`src/rtl/fcv_pkg.sv`:
```
// Shared constants, types and register indexes for the 1-D FIR convolution block.
`timescale 1ns / 1ps

package fcv_pkg;

   localparam int MAX_TAPS    = 7;
   localparam int SAMPLE_BITS = 16;
   localparam int WEIGHT_BITS = 18;
   localparam int FRAC_BITS   = 16;
   localparam int RES_BITS    = 24;
   localparam int HW_BITS     = 2;
   localparam int COUNT_BITS  = 3;
   localparam int CSR_IDX_BITS = 3;

   localparam int PROD_BITS = SAMPLE_BITS + WEIGHT_BITS;
   localparam int ACC_BITS  = PROD_BITS + $clog2(MAX_TAPS);
   // rounding add needs one guard bit; keep room for the saturation limits too
   localparam int RND_BITS  = (ACC_BITS + 1 > RES_BITS + 1) ? ACC_BITS + 1 : RES_BITS + 1;

   localparam logic [COUNT_BITS-1:0] COUNT_MAX = {COUNT_BITS{1'b1}};

   // register map
   localparam logic [CSR_IDX_BITS-1:0] CSR_HALF_WIDTH  = 3'd0;
   localparam logic [CSR_IDX_BITS-1:0] CSR_WEIGHT_BASE = 3'd1;

   localparam logic [HW_BITS-1:0]            HALF_WIDTH_RESET = 2'd3;
   localparam int                            CENTER_TAP       = 3;
   localparam logic signed [WEIGHT_BITS-1:0] WEIGHT_UNITY     = 18'sh10000;

   typedef logic signed [SAMPLE_BITS-1:0] sample_type;
   typedef logic signed [WEIGHT_BITS-1:0] weight_type;
   typedef logic signed [PROD_BITS-1:0]   prod_type;

   typedef weight_type weight_array_type [MAX_TAPS];
   typedef sample_type sample_array_type [MAX_TAPS];
   typedef prod_type   prod_array_type   [MAX_TAPS];

   // per-item control handed from the multiply stage to the output stage
   typedef struct packed {
      logic       emit_main;   // item emits its own result word
      logic       main_zero;   // that word is a border zero
      logic [1:0] extra;       // zero words drained after it
      logic       last;        // item closes the run
   } ctrl_type;

endpackage

```
`src/rtl/fcv_drain.sv`:
```
// Tap sum with rounding and saturation, output register and end-of-run zero drain.
`timescale 1ns / 1ps

module fcv_drain import fcv_pkg::*; (
   input  logic                       clock,
   input  logic                       reset,
   input  logic                       p_valid,
   input  ctrl_type                   p_ctrl,
   input  prod_array_type             p_prod,
   output logic                       p_take,
   output logic                       rsp_tvalid,
   input  logic                       rsp_tready,
   output logic signed [RES_BITS-1:0] rsp_result,
   output logic                       rsp_end
);

   localparam logic signed [RND_BITS-1:0] RES_HI = RND_BITS'((64'sd1 <<< (RES_BITS-1)) - 1);
   localparam logic signed [RND_BITS-1:0] RES_LO = -RND_BITS'(64'sd1 <<< (RES_BITS-1));
   localparam logic signed [RND_BITS-1:0] HALF_LSB = RND_BITS'(64'sd1 <<< (FRAC_BITS-1));

   logic                       valid_ff, valid_in;
   logic signed [RES_BITS-1:0] data_ff, data_in;
   logic                       end_ff, end_in;
   logic [1:0]                 rem_ff, rem_in;
   logic                       tail_ff, tail_in;

   logic signed [RND_BITS-1:0] acc, rnd, quo;
   logic signed [RES_BITS-1:0] sat;
   logic                       has_words, out_free, load;
   logic [1:0]                 rem_load;

   always_comb begin
      acc = '0;
      for (int m = 0; m < MAX_TAPS; m++) begin
         acc = acc + RND_BITS'(p_prod[m]);
      end
      rnd = acc + HALF_LSB;
      quo = rnd >>> FRAC_BITS;       // floor after the half-LSB bias
      if (quo > RES_HI) begin
         sat = RES_HI[RES_BITS-1:0];
      end else if (quo < RES_LO) begin
         sat = RES_LO[RES_BITS-1:0];
      end else begin
         sat = quo[RES_BITS-1:0];
      end
   end

   assign has_words = p_ctrl.emit_main || (p_ctrl.extra != 2'd0);
   assign out_free  = !valid_ff || (rsp_tready && rem_ff == 2'd0);
   assign load      = p_valid && has_words && out_free;
   assign p_take    = p_valid && (!has_words || out_free);
   assign rem_load  = p_ctrl.emit_main ? p_ctrl.extra : p_ctrl.extra - 2'd1;

   always_comb begin
      valid_in = valid_ff;
      data_in  = data_ff;
      end_in   = end_ff;
      rem_in   = rem_ff;
      tail_in  = tail_ff;
      if (load) begin
         valid_in = 1'b1;
         data_in  = (p_ctrl.emit_main && !p_ctrl.main_zero) ? sat : '0;
         rem_in   = rem_load;
         tail_in  = p_ctrl.last;
         end_in   = p_ctrl.last && (rem_load == 2'd0);
      end else if (valid_ff && rsp_tready) begin
         if (rem_ff != 2'd0) begin
            data_in = '0;
            rem_in  = rem_ff - 2'd1;
            end_in  = tail_ff && (rem_ff == 2'd1);
         end else begin
            valid_in = 1'b0;
         end
      end
   end

   always_ff @(posedge clock) begin
      if (reset) begin
         valid_ff <= 1'b0;
         rem_ff   <= 2'd0;
      end else begin
         valid_ff <= valid_in;
         rem_ff   <= rem_in;
      end
   end

   always_ff @(posedge clock) begin
      data_ff <= data_in;
      end_ff  <= end_in;
      tail_ff <= tail_in;
   end

   assign rsp_tvalid = valid_ff;
   assign rsp_result = data_ff;
   assign rsp_end    = end_ff;

endmodule

```
`config.mk`:
```
export PLATFORM = sky130hd
export DESIGN_NAME = fcv_drain
export DESIGN_NICKNAME = d
export VERILOG_FILES = /design/src/rtl/fcv_pkg.sv /design/src/rtl/fcv_drain.sv
export SDC_FILE = /design/constraint.sdc
export NUM_CORES = 1
export LEC_CHECK = 0
export BUFFER_PORTS_ARGS = -buffer_cell sky130_fd_sc_hd__buf_2
export CAP_MARGIN = 20
export CORE_UTILIZATION = 50
export CTS_CLUSTER_SIZE = 28
export DETAILED_ROUTE_END_ITERATION = 8
export PLACE_DENSITY = 0.78
export SYNTH_ARGS = -nofsm -noshare
export SYNTH_HDL_FRONTEND = slang
export SYNTH_SLANG_ARGS = --single-unit
```
`constraint.sdc`:
```
create_clock -name clock -period 5.2 [get_ports clock]
set_input_delay 0.52 -clock clock [delete_from_list [all_inputs] [get_ports clock]]
set_output_delay 0.52 -clock clock [all_outputs]
set_load 0.05 [all_outputs]
```
==> results of run 1 <==
Yosys cell counts (3+ instances only):
| library cell | count | area (um^2) |
|---|---|---|
| dfxtp_1 | 3 | 60.1 |
| o21ai_1 | 4 | 20.0 |
| nand3_1 | 11 | 55.1 |
| nor3_1 | 7 | 35.0 |
| buf_2 | 3 | 15.0 |
| a31oi_1 | 4 | 25.0 |
| nand2b_1 | 6 | 37.5 |
| ha_1 | 72 | 901 |
| o21a_1 | 6 | 45.0 |
| edfxtp_1 | 25 | 751 |
| nor4_1 | 3 | 18.8 |
| clkbuf_1 | 3 | 11.3 |
| xnor2_1 | 7 | 61.3 |
| xor2_1 | 4 | 35.0 |
| a21o_1 | 9 | 67.6 |
| o211ai_1 | 3 | 22.5 |
| or3_1 | 5 | 31.3 |
| mux2i_1 | 6 | 60.1 |
| and3_1 | 4 | 25.0 |
| fa_1 | 172 | 3440 |
| and2_1 | 3 | 18.8 |
| o21bai_1 | 3 | 22.5 |
| nand4_1 | 9 | 56.3 |
| nand2_1 | 24 | 90.1 |
| a21oi_1 | 41 | 205 |
| o21ai_0 | 19 | 95.1 |
| inv_1 | 420 | 1580 |
| o2111ai_1 | 5 | 43.8 |
| o31ai_1 | 4 | 30.0 |
| nor2_1 | 32 | 120 |
registers in the layout, indices dropped and copies added, names as in the netlist:
| register | cells |
|---|---|
| rsp_result | 23 |
| rem_ff | 2 |
| rsp_end | 1 |
| rsp_tvalid | 1 |
| tail_ff | 1 |
final timing paths:
| kind | end | slack (ns) | cells after the start |
|---|---|---|---|
| max | rsp_result[17] | 0.32 | 17 |
| min | tail_ff | 0.45 | 1 |
| max reg2reg | rsp_result[23] | 2.47 | 7 |
| min reg2reg | rem_ff[1] | 0.50 | 2 |
worst register-to-register path, cell delays in order, from the launching register on:
cell      delay, ns
dfxtp_1        0.34
inv_1          0.06
ha_1           0.16
a21boi_1       0.14
nor3b_4        0.36
nand3b_1       0.71
or3_1          0.62
o211ai_1       0.19
cell families after synthesis:
group                    share of synthesized area
AO/OA/AOI/OAI                               0.0931
buffers and inverters                        0.193
XOR/XNOR                                    0.0115
AND/OR/NAND/NOR                             0.0787
multiplexers                               0.00719
flip-flops                                  0.0970
adder cells (fa/ha/maj)                      0.520
placed cells by master, fill, tap and decap left out, types with 3 or more instances in the layout:
cell type | netlist | final
ha_1 | 72 | 72
inv_1 | 420 | 420
buf_4 | 1 | 4
a31oi_1 | 4 | 4
nand2b_1 | 6 | 6
o211ai_1 | 3 | 3
nor3_1 | 7 | 7
a21oi_1 | 41 | 41
xnor2_1 | 7 | 7
mux2i_1 | 6 | 6
fa_1 | 172 | 172
nor4_1 | 3 | 3
o31ai_1 | 4 | 4
nand2_1 | 24 | 24
nor2_1 | 32 | 32
o21a_1 | 6 | 6
o2111ai_1 | 5 | 5
a21o_1 | 9 | 9
or3_1 | 5 | 5
nand4_1 | 9 | 9
buf_2 | 3 | 273
and3_1 | 4 | 4
xor2_1 | 4 | 4
nand3_1 | 11 | 11
o21ai_1 | 4 | 4
dfxtp_1 | 3 | 3
o21ai_0 | 19 | 19
edfxtp_1 | 25 | 25
clkbuf_16 | 0 | 3
and2_1 | 3 | 3
o21bai_1 | 3 | 3
through the flow:
| stage | hold slack, ns | worst slack [ns] |
|---|---|---|
| 5_1_grt | 0.441 | 0.0282 |
| 2_1_floorplan | 0.460 | 0.519 |
| 3_3_place_gp | 0.476 | 0.0893 |
| 6_report | 0.448 | 0.323 |
| 4_1_cts | 0.447 | 0.315 |
| 3_5_place_dp | 0.491 | 0.0655 |
power groups by stage:
stage | combinational (W) | clock (W) | sequential, W
after floorplan | 0.00359 | 0 | 0.000484
after global placement | 0.00484 | 0 | 0.000332
after detailed placement | 0.00492 | 0 | 0.000332
after CTS | 0.00495 | 0.000233 | 0.000327
after global routing | 0.00564 | 0.000244 | 0.000331
final | 0.00493 | 0.000230 | 0.000327
layer usage:
| layer | global-route usage | part of all wire | vias to the layer above |
|---|---|---|---|
| li1 | - | - | 3351 |
| met1 | 0.260 | 0.40 | 3183 |
| met2 | 0.413 | 0.52 | 252 |
| met3 | 0.0174 | 0.052 | 28 |
| met4 | 0.0536 | 0.021 | 0 |
| met5 | 0 | 0 | - |
layout make-up:
| type | instances | share of cell area |
|---|---|---|
| tap | 216 | 0.0268 |
| inverter | 420 | 0.156 |
| clock inverter | 1 | 0.00297 |
| timing repair buffer | 277 | 0.138 |
| multi-input combinational | 503 | 0.588 |
| sequential | 28 | 0.0803 |
| clock buffer | 3 | 0.00744 |
==> reports/metrics.cfg, run 1 <==
[run_status]
status=finished clean

[logic_synthesis]
ys.flop_type=edfxtp_1
syn_inst=958
synth_seq_area_share=0.0970
syn_nets=1449
yosys_warnings=0
synth.avg_cell_area_um2=8.72
async_flop_share=0
ys_ff_latch=28
synth_area_um2=8360
synth_edf_count=25
synth_cell_types=63

[critical_path]
crit_arrival_ns=4.89
slowest_delay_ns=0.55
crit_buf_inv=5
critPathKind=in2reg
crit_chain=buf_2 -> inv_1 -> fa_1 -> inv_1 -> fa_1 -> fa_1 -> inv_1 -> fa_1 -> inv_1 -> ha_1 -> a211o_1 -> a31oi_2 -> o21a_1 -> o211ai_1 -> a21boi_1 -> o21ai_0 -> mux2i_1
crit_slowest_cell=fa_1
startpoint_type=primary input
reg2reg_from=rem_ff[0]
critPathTopFamily=adder cells
cp-startpoint=p_prod[4]
required_ns=5.21
worst-path-max-fanout=5
endpoint_kind=register

[finish]
fin_area_um2=10100
final-seq-area_um2=811
finalNetCount=1724
drive_gt1_frac=0.238
synthToLayoutAreaGrowth_pct=20.8
fillers=1408
fin_cells=1448
diodes=0
multi_input_area_um2=5940
fin_util=0.626

[power_and_ir_drop]
power_leakage_nw=5.99
p_sw_w=0.00307
p_seq_frac=0.060
clockPowerShare=0.042
pwr-share-comb=0.899
p_int_w=0.00242
p_total_w=0.00549
worst_ir_drop_vdd_mv=0.298
swShare=0.560
powerDensity_nw_per_um2=544

[timing]
finalHoldViolCount=0
maxSlewViolCount=0
relSlewSlack=0.374
layout_min_cycle_time_ns=4.88
setup_violations=0
rsz0062_at_grt=false
finalCritPeriodShare=0.938
finalSetupTns_ns=0
fmax_ghz=0.205
finalClockSkew_ns=0.00392
worstMarginPinSlew_ns=0.936

[grt]
gr-usage-all-layers=0.216
grt_pass1_vias=7309
antenna_found_initial=0
grt.overflow.total=0
grt_max_degree=27
grt_pass1_wl_mm=31.0

[floorplan]
die_w_um=131
core_um2=16100
num_io_pins=274
die_area_um2=17200
die_y_um=131
start_util=0.519
row_count=46

[drt]
ant_nets=0
firstDrtPassIters=4
num_vias=6814
drt_iter0_drc=364
drc_errors=0
vias_per_cell=4.71
wl_per_cell_um=11.9
wirelength_mm=17.2

[clock_tree]
clk_pin_slew_ns=0.07
tritoncts=done
numCtsBuffers=3
cts_buffer_depth=2
cts.sinks=28
cts_hold_buf=0
cts_root_buffer=clkbuf_16
htree_levels=1
post-cts-setup-buffers=0
clock_latency_ns=0.26
cts-resized-gates=0

[placed_design]
port_buffers=273
post-dp-hpwl_mm=16.1
place.gp.congestion=0.949
place_inst=1444
place_area_um2=9990

[job]
drv_cap=0

[min_path]
holdCritPathClass=in2reg
min-delay-start=p_ctrl[0]

(Power assumes the default switching activity.)
==> run 2, diff against run 1 <==
- CORE_UTILIZATION: 50 -> 48
- TNS_END_PERCENT: default -> 10
- clock period: 5.2 -> 4.2 ns (I/O delays scaled with it)
==> reports/metrics.cfg, run 2 (synthesis results as in run 1) <==
[critical_path]
worst-path-max-fanout=4  ; -1
endpoint_kind=register
r2r-end=rsp_result[23]
critPathKind=in2reg
crit_buf_inv=7  ; +2
startpoint_type=primary input
crit_arrival_ns=4.42  ; -0.47 ns
reg2reg_from=rem_ff[0]
slowest_delay_ns=0.53  ; -0.02 ns
critPathTopFamily=adder cells
crit_chain=buf_2 -> inv_2 -> fa_1 -> inv_2 -> fa_1 -> inv_1 -> fa_1 -> inv_1 -> fa_1 -> ha_4 -> a21o_1 -> buf_4 -> o2111ai_2 -> a2111oi_4 -> or3_4 -> buf_4 -> xnor2_1 -> nor2_1
path_common_cell=fa_1
required_ns=4.17  ; -1.04 ns
r2r_slack_ns=1.41  ; -1.06 ns
rr_worst_depth=7  ; unchanged
crit_slowest_cell=fa_1

[timing]
maxSlewViolCount=0  ; unchanged
rsz0062_at_grt=true
finalClockSkew_ns=0.00458  ; +0.000658 ns
layout_min_cycle_time_ns=4.45
setup_violations=19  ; +19
finalHoldViolCount=0  ; unchanged
finalCritPeriodShare=1.06
finalSetupTns_ns=-3.17  ; -3.17 ns
fmax_ghz=0.225
worstMarginPinSlew_ns=1.01  ; +0.0726 ns
relSlewSlack=0.326  ; -0.0486
fin_ws_ns=-0.250  ; -0.573 ns

[grt]
gr-usage-all-layers=0.223  ; +0.00678
grt_pass1_wl_mm=32.8  ; +5.8%
antenna_found_initial=0  ; unchanged
grt_pass1_vias=7848  ; +7.4%
grt_max_degree=23  ; -15%
grt.overflow.total=0  ; unchanged

[run_status]
violations=setup timing
status=finished, violations left

[drt]
drc_errors=0  ; unchanged
vias_per_cell=4.65  ; -1.2%
firstDrtPassIters=5  ; +1
num_vias=7185  ; +5.4%
ant_nets=0  ; unchanged
wirelength_mm=18.8  ; +9.7%
wl_per_cell_um=12.2  ; +2.7%
drt_iter0_drc=187  ; -49%

[clock_tree]
cts_buffer_depth=2  ; unchanged
clock_latency_ns=0.26  ; about the same
cts_root_buffer=clkbuf_16
numCtsBuffers=3  ; unchanged
clk_pin_slew_ns=0.07  ; about the same
cts.sinks=28  ; unchanged
cts_hold_buf=0  ; unchanged
htree_levels=1  ; unchanged
tritoncts=done

[placed_design]
pre_cts_ws_ns=-0.652  ; -0.717 ns
post-dp-hpwl_mm=17.3  ; +7.6%
place_area_um2=11100  ; +11%
place.gp.congestion=0.845  ; -11%
port_buffers=273  ; unchanged

[floorplan]
start_util=0.497  ; -0.0217
die_w_um=134  ; +2.0%
die_area_um2=17900  ; +4.1%
num_io_pins=274  ; unchanged
row_count=47  ; +2.2%
die_y_um=134  ; +2.0%
core_um2=16800  ; +4.4%

[finish]
layout_commonest_cell=inv_1
fin_area_um2=11400  ; +13%
diodes=0  ; unchanged
largest_reg_flops=23  ; unchanged
synthToLayoutAreaGrowth_pct=36.8
finalNetCount=1818  ; +5.5%
drive_gt1_frac=0.357  ; +0.120
final_cell_mix=inv_1 (402), buf_2 (271), fa_1 (169)

[job]
drv_cap=0  ; unchanged

[power_and_ir_drop]
powerDensity_nw_per_um2=882  ; +62%
worst_ir_drop_vdd_mv=0.522  ; +75%
power_leakage_nw=6.51  ; +8.8%

[min_path]
hold_path_depth=1  ; unchanged
min-delay-start=p_ctrl[0]
holdCritPathClass=in2reg
hold-path-endpoint=tail_ff

==> run 2: how the worst max path moves through the flow <==
stage	startpoint	to	cells after the start
finish	p_prod[42]	rsp_result[4]	18
global route	p_prod[25]	rsp_result[21]	17
CTS	p_prod[120]	rsp_result[8]	18
detailed placement	p_prod[174]	rsp_result[21]	18
global placement	p_prod[174]	rsp_result[21]	18
floorplan	p_prod[184]	rsp_result[18]	14
==> run 2: worst register-to-register path, cell delays in order (launching register included) <==
cell and delay, ns:
dfxtp_1 0.34, inv_1 0.08, ha_1 0.17, a21boi_1 0.14, nor3b_4 0.35, nand3b_1 0.75
or3_1 0.64, o211ai_1 0.18
==> run 2: per-stage QoR <==
step / power (W) / util / std cells / hold WS, ns
after floorplan: 0.00592 / - / 958 / 0.460
final: 0.0101 / 0.680 / 1546 / 0.352
after global routing: 0.0112 / 0.680 / 1546 / 0.353
after global placement: 0.00892 / 0.657 / 1540 / 0.477
after detailed placement: 0.00907 / 0.659 / 1541 / 0.486
after CTS: 0.00972 / 0.672 / 1546 / 0.352
==> run 2: repair_timing <==
| item | CTS | global route |
|---|---|---|
| setup endpoints to repair | 22 | 23 |
| resized for setup | 29 | 30 |
| pin swaps | 11 | 14 |
| setup buffers | 1 | 0 |
==> run 2: cell type report <==
cell class / count / area [um^2]
flip-flops and latches: 28 / 811
multi-input cells: 503 / 6510
well taps: 220 / 275
inverters: 420 / 1590
fillers: 1324 / 5390
repair buffers: 371 / 2160
clock buffers: 4 / 88.8
==> run 2: layer usage <==
layer  up-vias  global-route usage  share of wire
met5         -                   0              0
met4         0              0.0606          0.027
met3        41              0.0185          0.051
met2       229               0.432           0.53
met1      3377               0.261           0.40
li1       3538                   -              -
==> run 2: where the power goes <==
group	internal (W)	total (W)	leakage, nW	switching [W]
logic	0.00461	0.00944	6.19	0.00483
registers	0.000387	0.000405	0.278	0.0000179
clock network	0.000146	0.000240	0.0442	0.0000939
==> run 3, diff against run 2 <==
- CORE_UTILIZATION: 48 -> 54
- PLACE_DENSITY: 0.78 -> 0.83
- clock period: 4.2 -> 4.6 ns (I/O delays scaled with it)
==> reports/metrics.cfg, run 3 (synthesis results as in run 1) <==
[clock_tree]
cts_buffer_depth=2  ; unchanged
clock_latency_ns=0.26  ; about the same
tritoncts=done
htree_levels=1  ; unchanged
cts.sinks=28  ; unchanged
cts_hold_buf=0  ; unchanged
clk_pin_slew_ns=0.07  ; about the same
numCtsBuffers=3  ; unchanged
cts_root_buffer=clkbuf_16

[timing]
finalClockSkew_ns=0.00232  ; -0.00226 ns
fmax_ghz=0.218
maxSlewViolCount=0  ; unchanged
setup_violations=0  ; -19
worstMarginPinSlew_ns=0.627  ; -0.381 ns
finalCritPeriodShare=0.995
layout_min_cycle_time_ns=4.58
finalHoldViolCount=0  ; unchanged
rsz0062_at_grt=true
relSlewSlack=0.582  ; +0.256

[drt]
ant_nets=0  ; unchanged
vias_per_cell=4.81  ; +3.5%
drt_iter0_drc=212  ; +13%
firstDrtPassIters=4  ; -1
wirelength_mm=19.1  ; +1.3%
wl_per_cell_um=12.6  ; +3.6%
num_vias=7265  ; +1.1%
drc_errors=0  ; unchanged

[finish]
finalNetCount=1815  ; -0.17%
drive_gt1_frac=0.358  ; about the same
fin_cells=1511  ; -2.3%
synthToLayoutAreaGrowth_pct=35.9
fillers=1105  ; -17%
diodes=0  ; unchanged
layout_commonest_cell=inv_1
largest_reg_flops=23  ; unchanged
fin_util=0.750  ; +0.0700
final_cell_mix=inv_1 (398), buf_2 (269), fa_1 (170)
fin_area_um2=11400  ; -0.67%

[placed_design]
place_area_um2=10600  ; -4.7%
place_inst=1495  ; -3.0%
place.gp.congestion=0.855  ; +1.1%
post-dp-hpwl_mm=16.7  ; -3.3%
port_buffers=273  ; unchanged

[critical_path]
crit_chain=buf_2 -> inv_1 -> fa_1 -> inv_2 -> fa_1 -> fa_1 -> inv_1 -> fa_1 -> inv_1 -> ha_4 -> nand2_4 -> or3_4 -> nor4_4 -> nor4_4 -> o31ai_2 -> xnor2_1 -> nor2_1
endpoint_kind=register
critPathKind=in2reg
worst-path-max-fanout=6  ; +2
slowest_delay_ns=0.55  ; +0.02 ns
path_common_cell=fa_1
startpoint_type=primary input
required_ns=4.61  ; +0.44 ns
crit_slowest_cell=fa_1
crit_arrival_ns=4.59  ; +0.17 ns

[min_path]
holdCritPathClass=in2reg

[floorplan]
row_count=45  ; -4.3%
core_um2=15100  ; -9.9%
die_w_um=126  ; -5.6%
die_y_um=126  ; -5.6%
start_util=0.552  ; +0.0549
num_io_pins=274  ; unchanged
die_area_um2=16000  ; -11%

[grt]
gr-usage-all-layers=0.244  ; +0.0205
grt_pass1_wl_mm=31.8  ; -3.0%
antenna_found_initial=0  ; unchanged
grt_max_degree=23  ; unchanged
grt.overflow.total=0  ; unchanged
grt_pass1_vias=7689  ; -2.0%

[power_and_ir_drop]
worst_ir_drop_vdd_mv=0.498  ; -4.7%
power_leakage_nw=6.48  ; -0.41%
powerDensity_nw_per_um2=812  ; -7.9%

[run_status]
status=finished clean

[job]
drv_cap=0  ; unchanged

-- run 3: changes by cell type in the layout (fill, tap and decap cells not counted), moves of 3 or more --
| cell | previous run | this run |
|---|---|---|
| inv_2 | 15 | 21 |
| inv_1 | 402 | 398 |
| nor3_2 | 4 | 0 |
| nor2_1 | 31 | 28 |
| nor2_2 | 1 | 4 |
| nor3_1 | 3 | 6 |
| o21ai_0 | 12 | 15 |
| o21ai_1 | 8 | 5 |
| o21ai_2 | 4 | 1 |
| o21ai_4 | 0 | 3 |
-- run 3: power breakdown --
part | total, W | internal [W] | switching, W
registers | 0.000368 | 0.000353 | 0.0000145
clock network | 0.000262 | 0.000173 | 0.0000882
logic | 0.00860 | 0.00410 | 0.00450
-- run 3: worst paths after layout --
path,from,endpoint,slack (ns),depth (start not counted)
hold / removal,reset,rsp_tvalid,0.39,2
hold reg to reg,rem_ff[1],rem_ff[1],0.51,2
setup / recovery,p_prod[187],rsp_result[16],0.02,17
setup reg to reg,rem_ff[0],rsp_result[10],2.37,9
-- run 3: critical path: cells and delay by family --
kind / cells / cell delay, ns
AO/OA/AOI/OAI: 1 / 0.21
adder cells (fa/ha/maj): 5 / 2.41
AND/OR/NAND/NOR: 5 / 1.02
XOR/XNOR: 1 / 0.14
buffers and inverters: 5 / 0.31
-- run 3: final cells by class --
type                            count  area, um^2  area share
Clock inverter                      1        30.0     0.00264
Timing Repair Buffer              368        2120       0.187
Sequential cell                    28         811      0.0714
Multi-Input combinational cell    503        6510       0.573
Inverter                          420        1580       0.139
Tap cell                          188         235      0.0207
Clock buffer                        3        75.1     0.00661
-- run 3: routing by layer --
| metal | part of all wire | up-vias | global-route usage |
|---|---|---|---|
| met3 | 0.048 | 31 | 0.0219 |
| li1 | - | 3530 | - |
| met4 | 0.020 | 0 | 0.0659 |
| met1 | 0.38 | 3460 | 0.273 |
| met2 | 0.55 | 244 | 0.488 |
| met5 | 0 | - | 0 |
-- run 3: what timing repair did --
action                                  CTS  global route
endpoints found under the setup margin   14            23
gates resized for setup                  18           108
buffers inserted                          2            10
pin swaps                                 4            88
-- run 3: per-stage QoR --
stage	hold slack, ns	power (W)	setup slack, ns	TNS (ns)
after floorplan	0.460	0.00465	-0.00659	-0.00659
after global placement	0.476	0.00714	-0.310	-4.71
after detailed placement	0.498	0.00728	-0.412	-6.00
after CTS	0.385	0.00782	-0.0397	-0.107
after global routing	0.390	0.0101	-0.0795	-0.356
final	0.391	0.00923	0.0214	0
